===== src/design/dcgp_pkg.sv =====
// Divided clock gate pulser: shared types and constants.
// No dependencies; imported by every module of the block.
package dcgp_pkg;

  localparam int unsigned TimeW   = 32;
  localparam int unsigned MsW     = 16;
  localparam int unsigned ShiftW  = 3;
  localparam int unsigned CountW  = 5;
  localparam int unsigned WaitW   = MsW + 1;
  localparam int unsigned AddrW   = 2;
  localparam int unsigned OutW    = 8;

  localparam logic [ShiftW-1:0] MaxShift    = 3'd4;
  localparam logic [ShiftW-1:0] OffsetShift = 3'd3;

  typedef enum logic [AddrW-1:0] {
    REG_DIVIDE_SHIFT = 2'd0,
    REG_BASE_PERIOD  = 2'd1,
    REG_HIGH_DELAY   = 2'd2,
    REG_LOW_DELAY    = 2'd3
  } reg_idx_t;

  typedef struct packed {
    logic [ShiftW-1:0] divide_shift;
    logic [MsW-1:0]    base_period_ms;
    logic [MsW-1:0]    high_phase_delay_ms;
    logic [MsW-1:0]    low_phase_delay_ms;
  } cfg_t;

  typedef struct packed {
    logic              phase_high;
    logic              clock_reg;
    logic [CountW-1:0] rise_count;
    logic [CountW-1:0] fall_count;
  } status_t;

  typedef struct packed {
    logic gate_level;
    logic clock_level;
    logic edge_fired;
  } result_t;

endpackage


===== src/design/dcgp_cfg.sv =====
// Configuration register file of the divided clock gate pulser.
// Depends on dcgp_pkg.
module dcgp_cfg (
  input  logic                        clk,
  input  logic                        rst,
  input  logic                        cfg_we,
  input  logic [dcgp_pkg::AddrW-1:0]  cfg_addr,
  input  logic [dcgp_pkg::MsW-1:0]    cfg_wdata,
  output dcgp_pkg::cfg_t              cfg
);
  import dcgp_pkg::*;

  always_ff @(posedge clk) begin
    if (rst) begin
      cfg.divide_shift        <= '0;
      cfg.base_period_ms      <= MsW'(250);
      cfg.high_phase_delay_ms <= '0;
      cfg.low_phase_delay_ms  <= '0;
    end else if (cfg_we) begin
      case (reg_idx_t'(cfg_addr))
        REG_DIVIDE_SHIFT: cfg.divide_shift        <= cfg_wdata[ShiftW-1:0];
        REG_BASE_PERIOD:  cfg.base_period_ms      <= cfg_wdata;
        REG_HIGH_DELAY:   cfg.high_phase_delay_ms <= cfg_wdata;
        REG_LOW_DELAY:    cfg.low_phase_delay_ms  <= cfg_wdata;
        default: ;
      endcase
    end
  end

endmodule


===== src/design/dcgp_step.sv =====
// Per-tick wait compare, gate toggle and clock divider state.
// Depends on dcgp_pkg; state advances only when step is high.
module dcgp_step (
  input  logic                        clk,
  input  logic                        rst,
  input  logic                        step,
  input  logic [dcgp_pkg::TimeW-1:0]  now_ms,
  input  dcgp_pkg::cfg_t              cfg,
  output dcgp_pkg::result_t           result,
  output dcgp_pkg::status_t           status
);
  import dcgp_pkg::*;

  logic [TimeW-1:0]  last_edge_time, last_edge_time_next;
  logic              phase_high, phase_high_next;
  logic [MsW-1:0]    pending_delay, pending_delay_next;
  logic [CountW-1:0] rise_count, rise_count_next;
  logic [CountW-1:0] fall_count, fall_count_next;
  logic              clock_reg, clock_reg_next;

  logic [ShiftW-1:0] shift;
  logic [CountW-1:0] target;
  logic [WaitW-1:0]  wait_sum;
  logic [WaitW-1:0]  wait_ms;
  logic [TimeW-1:0]  elapsed;
  logic              fired;
  logic [CountW-1:0] rise_inc, fall_inc;

  always_comb begin
    shift    = (cfg.divide_shift > MaxShift) ? MaxShift : cfg.divide_shift;
    target   = CountW'(1) << shift;
    wait_sum = WaitW'(cfg.base_period_ms) + WaitW'(pending_delay);
    wait_ms  = (wait_sum >> shift) + WaitW'(shift >= OffsetShift);
    elapsed  = now_ms - last_edge_time;
    fired    = elapsed >= TimeW'(wait_ms);
    rise_inc = rise_count + CountW'(1);
    fall_inc = fall_count + CountW'(1);

    last_edge_time_next = last_edge_time;
    phase_high_next     = phase_high;
    pending_delay_next  = pending_delay;
    rise_count_next     = rise_count;
    fall_count_next     = fall_count;
    clock_reg_next      = clock_reg;

    if (fired) begin
      last_edge_time_next = now_ms;
      if (!phase_high) begin
        phase_high_next    = 1'b1;
        pending_delay_next = cfg.high_phase_delay_ms;
        rise_count_next    = rise_inc;
        if (rise_inc >= target) begin
          clock_reg_next  = 1'b1;
          rise_count_next = '0;
        end
      end else begin
        phase_high_next    = 1'b0;
        pending_delay_next = cfg.low_phase_delay_ms;
        fall_count_next    = fall_inc;
        if (fall_inc >= target) begin
          clock_reg_next  = 1'b0;
          fall_count_next = '0;
        end
      end
    end

    result.gate_level  = phase_high_next;
    result.clock_level = clock_reg_next;
    result.edge_fired  = fired;

    status.phase_high = phase_high;
    status.clock_reg  = clock_reg;
    status.rise_count = rise_count;
    status.fall_count = fall_count;
  end

  always_ff @(posedge clk) begin
    if (rst) begin
      last_edge_time <= '0;
      phase_high     <= 1'b0;
      pending_delay  <= '0;
      rise_count     <= '0;
      fall_count     <= '0;
      clock_reg      <= 1'b0;
    end else if (step) begin
      last_edge_time <= last_edge_time_next;
      phase_high     <= phase_high_next;
      pending_delay  <= pending_delay_next;
      rise_count     <= rise_count_next;
      fall_count     <= fall_count_next;
      clock_reg      <= clock_reg_next;
    end
  end

endmodule


===== src/design/divided_clock_gate_pulser.sv =====
// Divided clock gate pulser, top level: input register, step logic, result register.
// Depends on dcgp_pkg, dcgp_cfg and dcgp_step.
//
// Every timer tick request on the slave side yields exactly one result request.
// A tick is registered, evaluated against the gate wait by combinational logic, and the
// gate/clock levels land in the output register, so a new tick is taken every cycle
// while the result is not stalled; a result passes the input and then the output
// register. The rate is set by the wait compare and state update, which carries
// the gate state from one tick to the next. Configuration writes take effect at
// once and are meant to be made while no tick is in flight.
module divided_clock_gate_pulser (
  input  logic                           clk,
  input  logic                           rst,
  input  logic                           s_tvalid,
  output logic                           s_tready,
  input  logic [dcgp_pkg::TimeW-1:0]     s_tdata,   // [31:0] now_ms
  output logic                           m_tvalid,
  input  logic                           m_tready,
  output logic [dcgp_pkg::OutW-1:0]      m_tdata,   // [0] gate_level, [1] clock_level,
                                                    // [2] edge_fired, [7:3] zero
  input  logic                           cfg_we,
  input  logic [dcgp_pkg::AddrW-1:0]     cfg_addr,
  input  logic [dcgp_pkg::MsW-1:0]       cfg_wdata
);
  import dcgp_pkg::*;

  cfg_t             cfg;
  result_t          result;
  status_t          status;
  logic             in_valid;
  logic [TimeW-1:0] in_now;
  logic             advance;

  assign advance  = in_valid && (!m_tvalid || m_tready);
  assign s_tready = !in_valid || advance;

  dcgp_cfg u_cfg (
    .clk       (clk),
    .rst       (rst),
    .cfg_we    (cfg_we),
    .cfg_addr  (cfg_addr),
    .cfg_wdata (cfg_wdata),
    .cfg       (cfg)
  );

  dcgp_step u_step (
    .clk    (clk),
    .rst    (rst),
    .step   (advance),
    .now_ms (in_now),
    .cfg    (cfg),
    .result (result),
    .status (status)
  );

  always_ff @(posedge clk) begin
    if (rst) begin
      in_valid <= 1'b0;
    end else if (s_tready) begin
      in_valid <= s_tvalid;
    end
  end

  always_ff @(posedge clk) begin
    if (s_tready && s_tvalid) begin
      in_now <= s_tdata;
    end
  end

  always_ff @(posedge clk) begin
    if (rst) begin
      m_tvalid <= 1'b0;
    end else if (advance) begin
      m_tvalid <= 1'b1;
    end else if (m_tready) begin
      m_tvalid <= 1'b0;
    end
  end

  always_ff @(posedge clk) begin
    if (advance) begin
      m_tdata <= {{(OutW-3){1'b0}}, result.edge_fired, result.clock_level,
                  result.gate_level};
    end
  end

  a_count_bound: assert property (@(posedge clk) disable iff (rst)
    status.rise_count < CountW'(16) && status.fall_count < CountW'(16))
    else $error("divider counter out of range");

  a_fire_toggles: assert property (@(posedge clk) disable iff (rst)
    advance && result.edge_fired |=> m_tdata[0] != $past(status.phase_high))
    else $error("fired tick did not toggle the gate");

  a_hold_toggle: assert property (@(posedge clk) disable iff (rst)
    advance && !result.edge_fired |=> m_tdata[0] == $past(status.phase_high)
                                      && m_tdata[1] == $past(status.clock_reg))
    else $error("gate or clock changed without a fired tick");

  a_stall_cause: assert property (@(posedge clk) disable iff (rst)
    !s_tready |-> in_valid && m_tvalid && !m_tready)
    else $error("input stalled without a blocked result");

endmodule


===== config.mk =====
export PLATFORM = sky130hd
export DESIGN_NAME = divided_clock_gate_pulser
export DESIGN_NICKNAME = d
export VERILOG_FILES = /design/src/design/dcgp_pkg.sv /design/src/design/dcgp_cfg.sv /design/src/design/dcgp_step.sv /design/src/design/divided_clock_gate_pulser.sv
export SDC_FILE = /design/constraint.sdc
export NUM_CORES = 1
export LEC_CHECK = 0
export BUFFER_PORTS_ARGS = -buffer_cell sky130_fd_sc_hd__buf_2
export CAP_MARGIN = 20
export CORE_AREA = 2 2 208 159
export CTS_CLUSTER_SIZE = 16
export DETAILED_ROUTE_END_ITERATION = 7
export DIE_AREA = 0 0 210 161
export GPL_TIMING_DRIVEN = 0
export PLACE_DENSITY_LB_ADDON = 0.05
export SLEW_MARGIN = 10
export SYNTH_ARGS = -nofsm -noshare
export SYNTH_HDL_FRONTEND = slang
export SYNTH_SLANG_ARGS = --single-unit

===== constraint.sdc =====
create_clock -name clk -period 5.4 [get_ports clk]
set_clock_uncertainty 0.2 [all_clocks]
set_input_delay 0 -clock clk [delete_from_list [all_inputs] [get_ports clk]]
set_output_delay 0 -clock clk [all_outputs]
set_load 0.03 [all_outputs]

==> results of run 1 <==
==> worst max-delay path, delay by kind of cell (launching register included) <==
kind	cells	cell delay [ns]
xor gates and xnor gates	2	0.30
buffers and inverters	6	0.77
DFF	1	0.39
AOI/OAI and AO/OA	10	2.16
adders and majority gates	3	0.84
and+or+nand+nor	7	1.30
==> metal layers <==
| layer | vias to the layer above | part of all wire, % | GRT usage, % |
|---|---|---|---|
| met5 | - | 0 | 0 |
| met4 | 0 | 0.90 | 5.00 |
| met3 | 18 | 3.5 | 3.07 |
| met2 | 176 | 39 | 29.4 |
| met1 | 4856 | 56 | 34.1 |
| li1 | 5067 | - | - |
==> metrics by stage <==
step | cell area, sq um | util [%] | power [mW] | hold slack [ns]
after floorplan | 10500 | - | 1.86 | -0.101
after global placement | 11300 | 35.5 | 2.09 | -0.0229
after detailed placement | 11300 | 35.5 | 2.09 | -0.0219
after CTS | 13500 | 42.5 | 3.52 | 0.0224
after global routing | 13800 | 43.1 | 3.72 | 0.0330
final | 13800 | 43.1 | 3.53 | 0.0471
==> cells in the mapped netlist (11+ instances only) <==
library cell,instances
a211oi_1,16
a21o_1,37
a21oi_1,145
a31oi_1,13
and3_1,11
clkbuf_1,59
dfxtp_1,113
edfxtp_1,35
ha_1,78
inv_1,56
mux2i_1,21
nand2_1,178
nand2b_1,16
nand3_1,66
nand4_1,19
nor2_1,66
nor3_1,20
o211ai_1,13
o21a_1,16
o21ai_0,67
o221a_2,16
xnor2_1,25
xor2_1,20
==> power by group through the flow <==
stage | Combinational [mW] | Sequential [mW] | Clock [mW]
after floorplan | 0.627 | 1.23 | 0
after global placement | 0.849 | 1.24 | 0
after detailed placement | 0.851 | 1.24 | 0
after CTS | 0.981 | 1.22 | 1.32
after global routing | 1.14 | 1.23 | 1.36
final | 1.03 | 1.22 | 1.28
==> timing repair <==
item                                   in CTS  in global routing
pin swaps                                  59                 46
gates resized for setup                   139                 49
gates cloned                                5                  2
endpoints found under the hold margin      92                  0
setup endpoints to repair                  63                 63
setup buffers                              30                 16
hold buffers                               58                  0
==> cells by family (layout without fill, tap and decap cells) <==
group / count (synthesis) / count (layout) / synth area share, %
compound gates: 418 / 418 / 27.2
buf+inv: 140 / 328 / 5.58
mux: 24 / 24 / 2.35
other cells: 1 / 5 / 0.0361
flops: 148 / 148 / 31.9
fa+ha+maj: 80 / 80 / 9.78
simple gates: 426 / 426 / 19.4
xor+xnor: 45 / 45 / 3.79
==> worst paths after layout <==
check	from	endpoint	slack, ns	depth (start not counted)
worst max-delay path	u_cfg.cfg[32]	u_step.pending_delay[2]	-0.71	28
worst max register to register	u_cfg.cfg[32]	u_step.pending_delay[2]	-0.71	28
worst min register to register	u_cfg.cfg[3]	u_cfg.cfg[3]	0.25	2
worst min-delay path	s_tdata[29]	in_now[29]	0.05	2
==> area by class of cell <==
cell class	instances	area, sq um	area share (%)
Buffer	74	417	3.03
Clock inverter	14	179	1.30
Tap cell	413	517	3.76
Inverter	58	218	1.58
Multi-Input combinational cell	998	7230	52.6
Clock buffer	18	450	3.28
Timing Repair Buffer	164	1420	10.3
Sequential cell	148	3320	24.2
==> flow_summary.toml, run 1 <==
[yosys]
avgSynthCellArea_sq_um = 8.10
yosysWarnings = 0
async_flop_share_pct = 0
synth-edff-count = 35
synth_top_area_share_pct = 21.8
yosysUniqueCellTypes = 84
synthFlopType = "dfxtp_1"
synth-seq-cells = 148
syn-instance-count = 1282
seq_area_frac_synth_pct = 31.9
yosys.area.top_type = "dfxtp_1"
synthTopCellsByArea = "dfxtp_1, edfxtp_1, ha_1"
netlist_area_sq_um = 10400

[grt]
grt_max_degree = 30
grt_util_all_layers_pct = 21.3
grt_remaining_overflow = 0
grt_pass1_wl_um = 55800
grt_pass1_vias = 9679
antenna_found_initial = 1

[setup_path]
cp_slowest_cell = "fa_2"
path_class = "reg -> reg"
worst-path-max-fanout = 8
critPathRequiredTime_ns = 5.54
end_kind = "flop"
arrival_ns = 6.25
start_kind = "flop"
cp_slowest_stage_delay_ns = 0.40

[placement]
dp_slack_ns = -1.70
dpl.cell_count = 1758
place_hpwl_um = 26100
io_buffers = 58
gp_congestion = 0.856

[status]
outcome = "finished with violations"
violations = "negative setup slack"

[finish]
largest_reg_flops = 51
final_nets = 1596
fillCellCount = 3232
layout_commonest_cell = "nand2_1"
final_cell_mix = "nand2_1, a21oi_1, dfxtp_1, ha_1"
stdcell_count = 1887
diodes = 0
reg_top3 = "u_cfg.cfg: 51 flops, in_now: 32 flops, u_step.last_edge_time: 32 flops"
regMostFlops = "u_cfg.cfg"
layout-drive-gt1-share_pct = 19.5
area_growth_pct = 32.4

[pwr]
pwr_density_cell_nw_per_um2 = 256
pwr-share-seq_pct = 34.6
clkPwrFrac_pct = 36.3
p_switching_mw = 1.21
swShare_pct = 34.4
intPower_mw = 2.31
comb_power_share_pct = 29.1
p_leak_nw = 5.25
ir_drop_mv = 0.202

[detailed_routing]
num_vias = 10100
drc = 0
firstDrtPassIters = 5
wirelength_um = 35200
drt_iter0_markers = 744
post_drt_wl_per_cell_um = 18.7
final_antenna_net_count = 0
detail_route.vias_per_cell = 5.36

[worst_hold_path]
min_path_type = "in -> reg"

[timing]
relSlewSlack_pct = 27.3
setup_slack_ns = -0.710
setup_viol = 63
rsz0062_at_grt = "yes"
finalHoldViolCount = 0
finalCritPeriodShare_pct = 113
worstMarginPinSlew_ns = 1.09
timing.setup.tns_ns = -39.38
maxSlewViolCount = 0
period_needed_ns = 6.11
fmax_mhz = 164

[clock_network]
cts_root_buf = "clkbuf_16"
numCtsBuffers = 17
htree_num_levels = 4
clk_path_buf_depth = 2
clkTransAtPathRegs_ns = 0.08
clk_latency_ns = 0.46
numClockSinks = 148
cts_tree = "built"

[floorplanning]
die_x_um = 210
core-area_sq_um = 31900
die_area_sq_um = 33800
initial_core_util_pct = 32.6
row_count = 57
die_h_um = 161
io_pins = 65

[run]
max-cap-violations = 0
Note: power is estimated with default switching activity, not from simulation.
==> run 2, diff against run 1 <==
--- a/config.mk
+++ b/config.mk
@@ -19 +19,2 @@
 export SYNTH_SLANG_ARGS = --single-unit
+export TNS_END_PERCENT = 20
==> constraint.sdc (replaced) <==
create_clock -name clk -period 5.4 [get_ports clk]
set_clock_uncertainty 0.2 [all_clocks]
set_input_delay 1.08 -clock clk [delete_from_list [all_inputs] [get_ports clk]]
set_output_delay 1.08 -clock clk [all_outputs]
set_load 0.03 [all_outputs]
==> run 2 against run 1 <==
- the run still ends with negative setup slack left
- wire length fell by 2.4%
- register-to-register slack gained 0.096 ns
- final area decreased by 5.2%
- fmax increased by 1.6%
- die area unchanged
==> flow_summary.toml, run 2 (synthesized netlist as in run 1, its figures left out) <==
[pwr]
pwr-share-seq_pct = 35.4
ir_drop_mv = 0.183
comb_power_share_pct = 28.7
pwr_density_cell_nw_per_um2 = 265
intPower_mw = 2.28
clkPwrFrac_pct = 35.9
swShare_pct = 33.9
p_leak_nw = 4.95
p_switching_mw = 1.17
power.total_mw = 3.45

[timing]
worstMarginPinSlew_ns = 1.10
setup_slack_ns = -0.614
hold_slack_ns = 0.256
finalHoldViolCount = 0
finalCritPeriodShare_pct = 111
rsz0062_at_grt = "yes"
fmax_mhz = 166
maxSlewViolCount = 0
setup_viol = 63
period_needed_ns = 6.01
relSlewSlack_pct = 26.8

[detailed_routing]
drc = 0
drt_iter0_markers = 674
wirelength_um = 34400
firstDrtPassIters = 5
num_vias = 9954
post_drt_wl_per_cell_um = 18.8
detail_route.vias_per_cell = 5.43
final_antenna_net_count = 0

[run]
max-cap-violations = 0

[setup_path]
rr_worst_depth = 26
start_kind = "flop"
worst-path-max-fanout = 5
timing.critical_path.mode_cell = "buf_4"
r2r-end = "u_step.rise_count[2]"
end_kind = "flop"
arrival_ns = 6.20
path_class = "reg -> reg"
r2r_slack_ns = -0.61
timing.rr.start = "u_cfg.cfg[32]"
critPathRequiredTime_ns = 5.58
cp_slowest_cell = "or4b_4"
cp_slowest_stage_delay_ns = 0.51

[finish]
regMostFlops = "u_cfg.cfg"
final_cell_mix = "nand2_1, a21oi_1, dfxtp_1, ha_1, nor2_1"
area_growth_pct = 25.5
diodes = 0
seq_area_sq_um = 3320
postLayoutCoreUtil_pct = 40.9
largest_reg_flops = 51
layout_commonest_cell = "nand2_1"
multi_input_area_sq_um = 7090
stdcell_count = 1832
reg_top3 = "u_cfg.cfg: 51 flops, in_now: 32 flops, u_step.last_edge_time: 32 flops"
final_nets = 1542
layout-drive-gt1-share_pct = 19.5
fillCellCount = 3310

[placement]
io_buffers = 58
place_hpwl_um = 26200
gp_congestion = 0.855
dpl.cell_count = 1758
dp_slack_ns = -1.66

[status]
violations = "negative setup slack"
outcome = "finished with violations"

[grt]
grt_util_all_layers_pct = 20.6
grt_remaining_overflow = 0
antenna_found_initial = 1
grt_max_degree = 30
grt_pass1_vias = 9390
grt_pass1_wl_um = 54200

[floorplanning]
initial_core_util_pct = 32.6
io_pins = 65
die_area_sq_um = 33800
die_x_um = 210
core-area_sq_um = 31900
die_h_um = 161
row_count = 57

[clock_network]
clk_path_buf_depth = 2
numClockSinks = 148
clk_latency_ns = 0.45
cts_tree = "built"
htree_num_levels = 4
cts_root_buf = "clkbuf_16"
clkTransAtPathRegs_ns = 0.07
numCtsBuffers = 17

[worst_hold_path]
hp-start = "u_cfg.cfg[22]"
min_path_type = "reg -> reg"
hold_depth = 2
hold_end = "u_cfg.cfg[22]"
==> run 2: how the worst max path moves through the flow <==
stage / startpoint / to / slack (ns) / depth (start not counted)
2_1_floorplan: u_step.pending_delay[0] / m_tdata[0] / -0.01 / 25
3_3_place_gp: u_cfg.cfg[48] / u_step.last_edge_time[1] / -1.65 / 27
3_5_place_dp: u_cfg.cfg[48] / u_step.last_edge_time[28] / -1.66 / 27
4_1_cts: u_cfg.cfg[32] / u_step.pending_delay[14] / -0.72 / 29
5_1_grt: u_cfg.cfg[32] / u_step.last_edge_time[16] / -0.95 / 29
6_report: u_cfg.cfg[32] / u_step.rise_count[2] / -0.61 / 26
==> run 2: layout make-up <==
type                       count  share of cell area [%]
multi-input combinational    998                    54.4
sequential                   148                    25.5
timing repair buffer         104                    5.95
clock buffer                  22                    3.97
tap                          413                    3.96
buffer                        80                    3.93
inverter                      58                    1.67
clock inverter                 9                   0.614
==> run 2: timing repair <==
item / 4_1_cts / 5_1_grt
pin swaps: 42 / 55
endpoints found under the setup margin: 63 / 63
hold buffers: 0 / 0
buffers inserted: 27 / 11
endpoints found under the hold margin: 0 / 0
resized for setup: 78 / 76
cloned: 5 / 2
==> run 2: through the flow <==
step / TNS (ns) / instance area (sq um)
after floorplan: -0.0906 / 10500
after global placement: -93.24 / 11300
after detailed placement: -93.83 / 11300
after CTS: -43.48 / 12600
after global routing: -58.55 / 13000
final: -36.15 / 13000
==> run 2: metal layers <==
layer / part of all wire (%) / global-route usage (%) / wire length (um)
met4: 1.1 / 5.16 / 382
met1: 56 / 33.2 / 19300
met2: 38 / 27.6 / 13100
met5: 0 / 0 / 0
met3: 4.4 / 3.62 / 1530
==> run 2: critical path: cells and delay by family, from the launching register on <==
family | cells | cell delay [ns]
AOI/OAI and AO/OA | 7 | 1.57
xor gates and xnor gates | 1 | 0.06
adders and majority gates | 3 | 0.82
buffers and inverters | 6 | 0.92
DFF | 1 | 0.38
and+or+nand+nor | 9 | 1.98
==> run 2: power by group through the flow <==
stage	registers [mW]	clock network, mW	logic, mW
floorplan	1.23	0	0.627
global placement	1.24	0	0.849
detailed placement	1.24	0	0.852
CTS	1.22	1.27	0.921
global route	1.23	1.31	1.10
finish	1.22	1.24	0.990
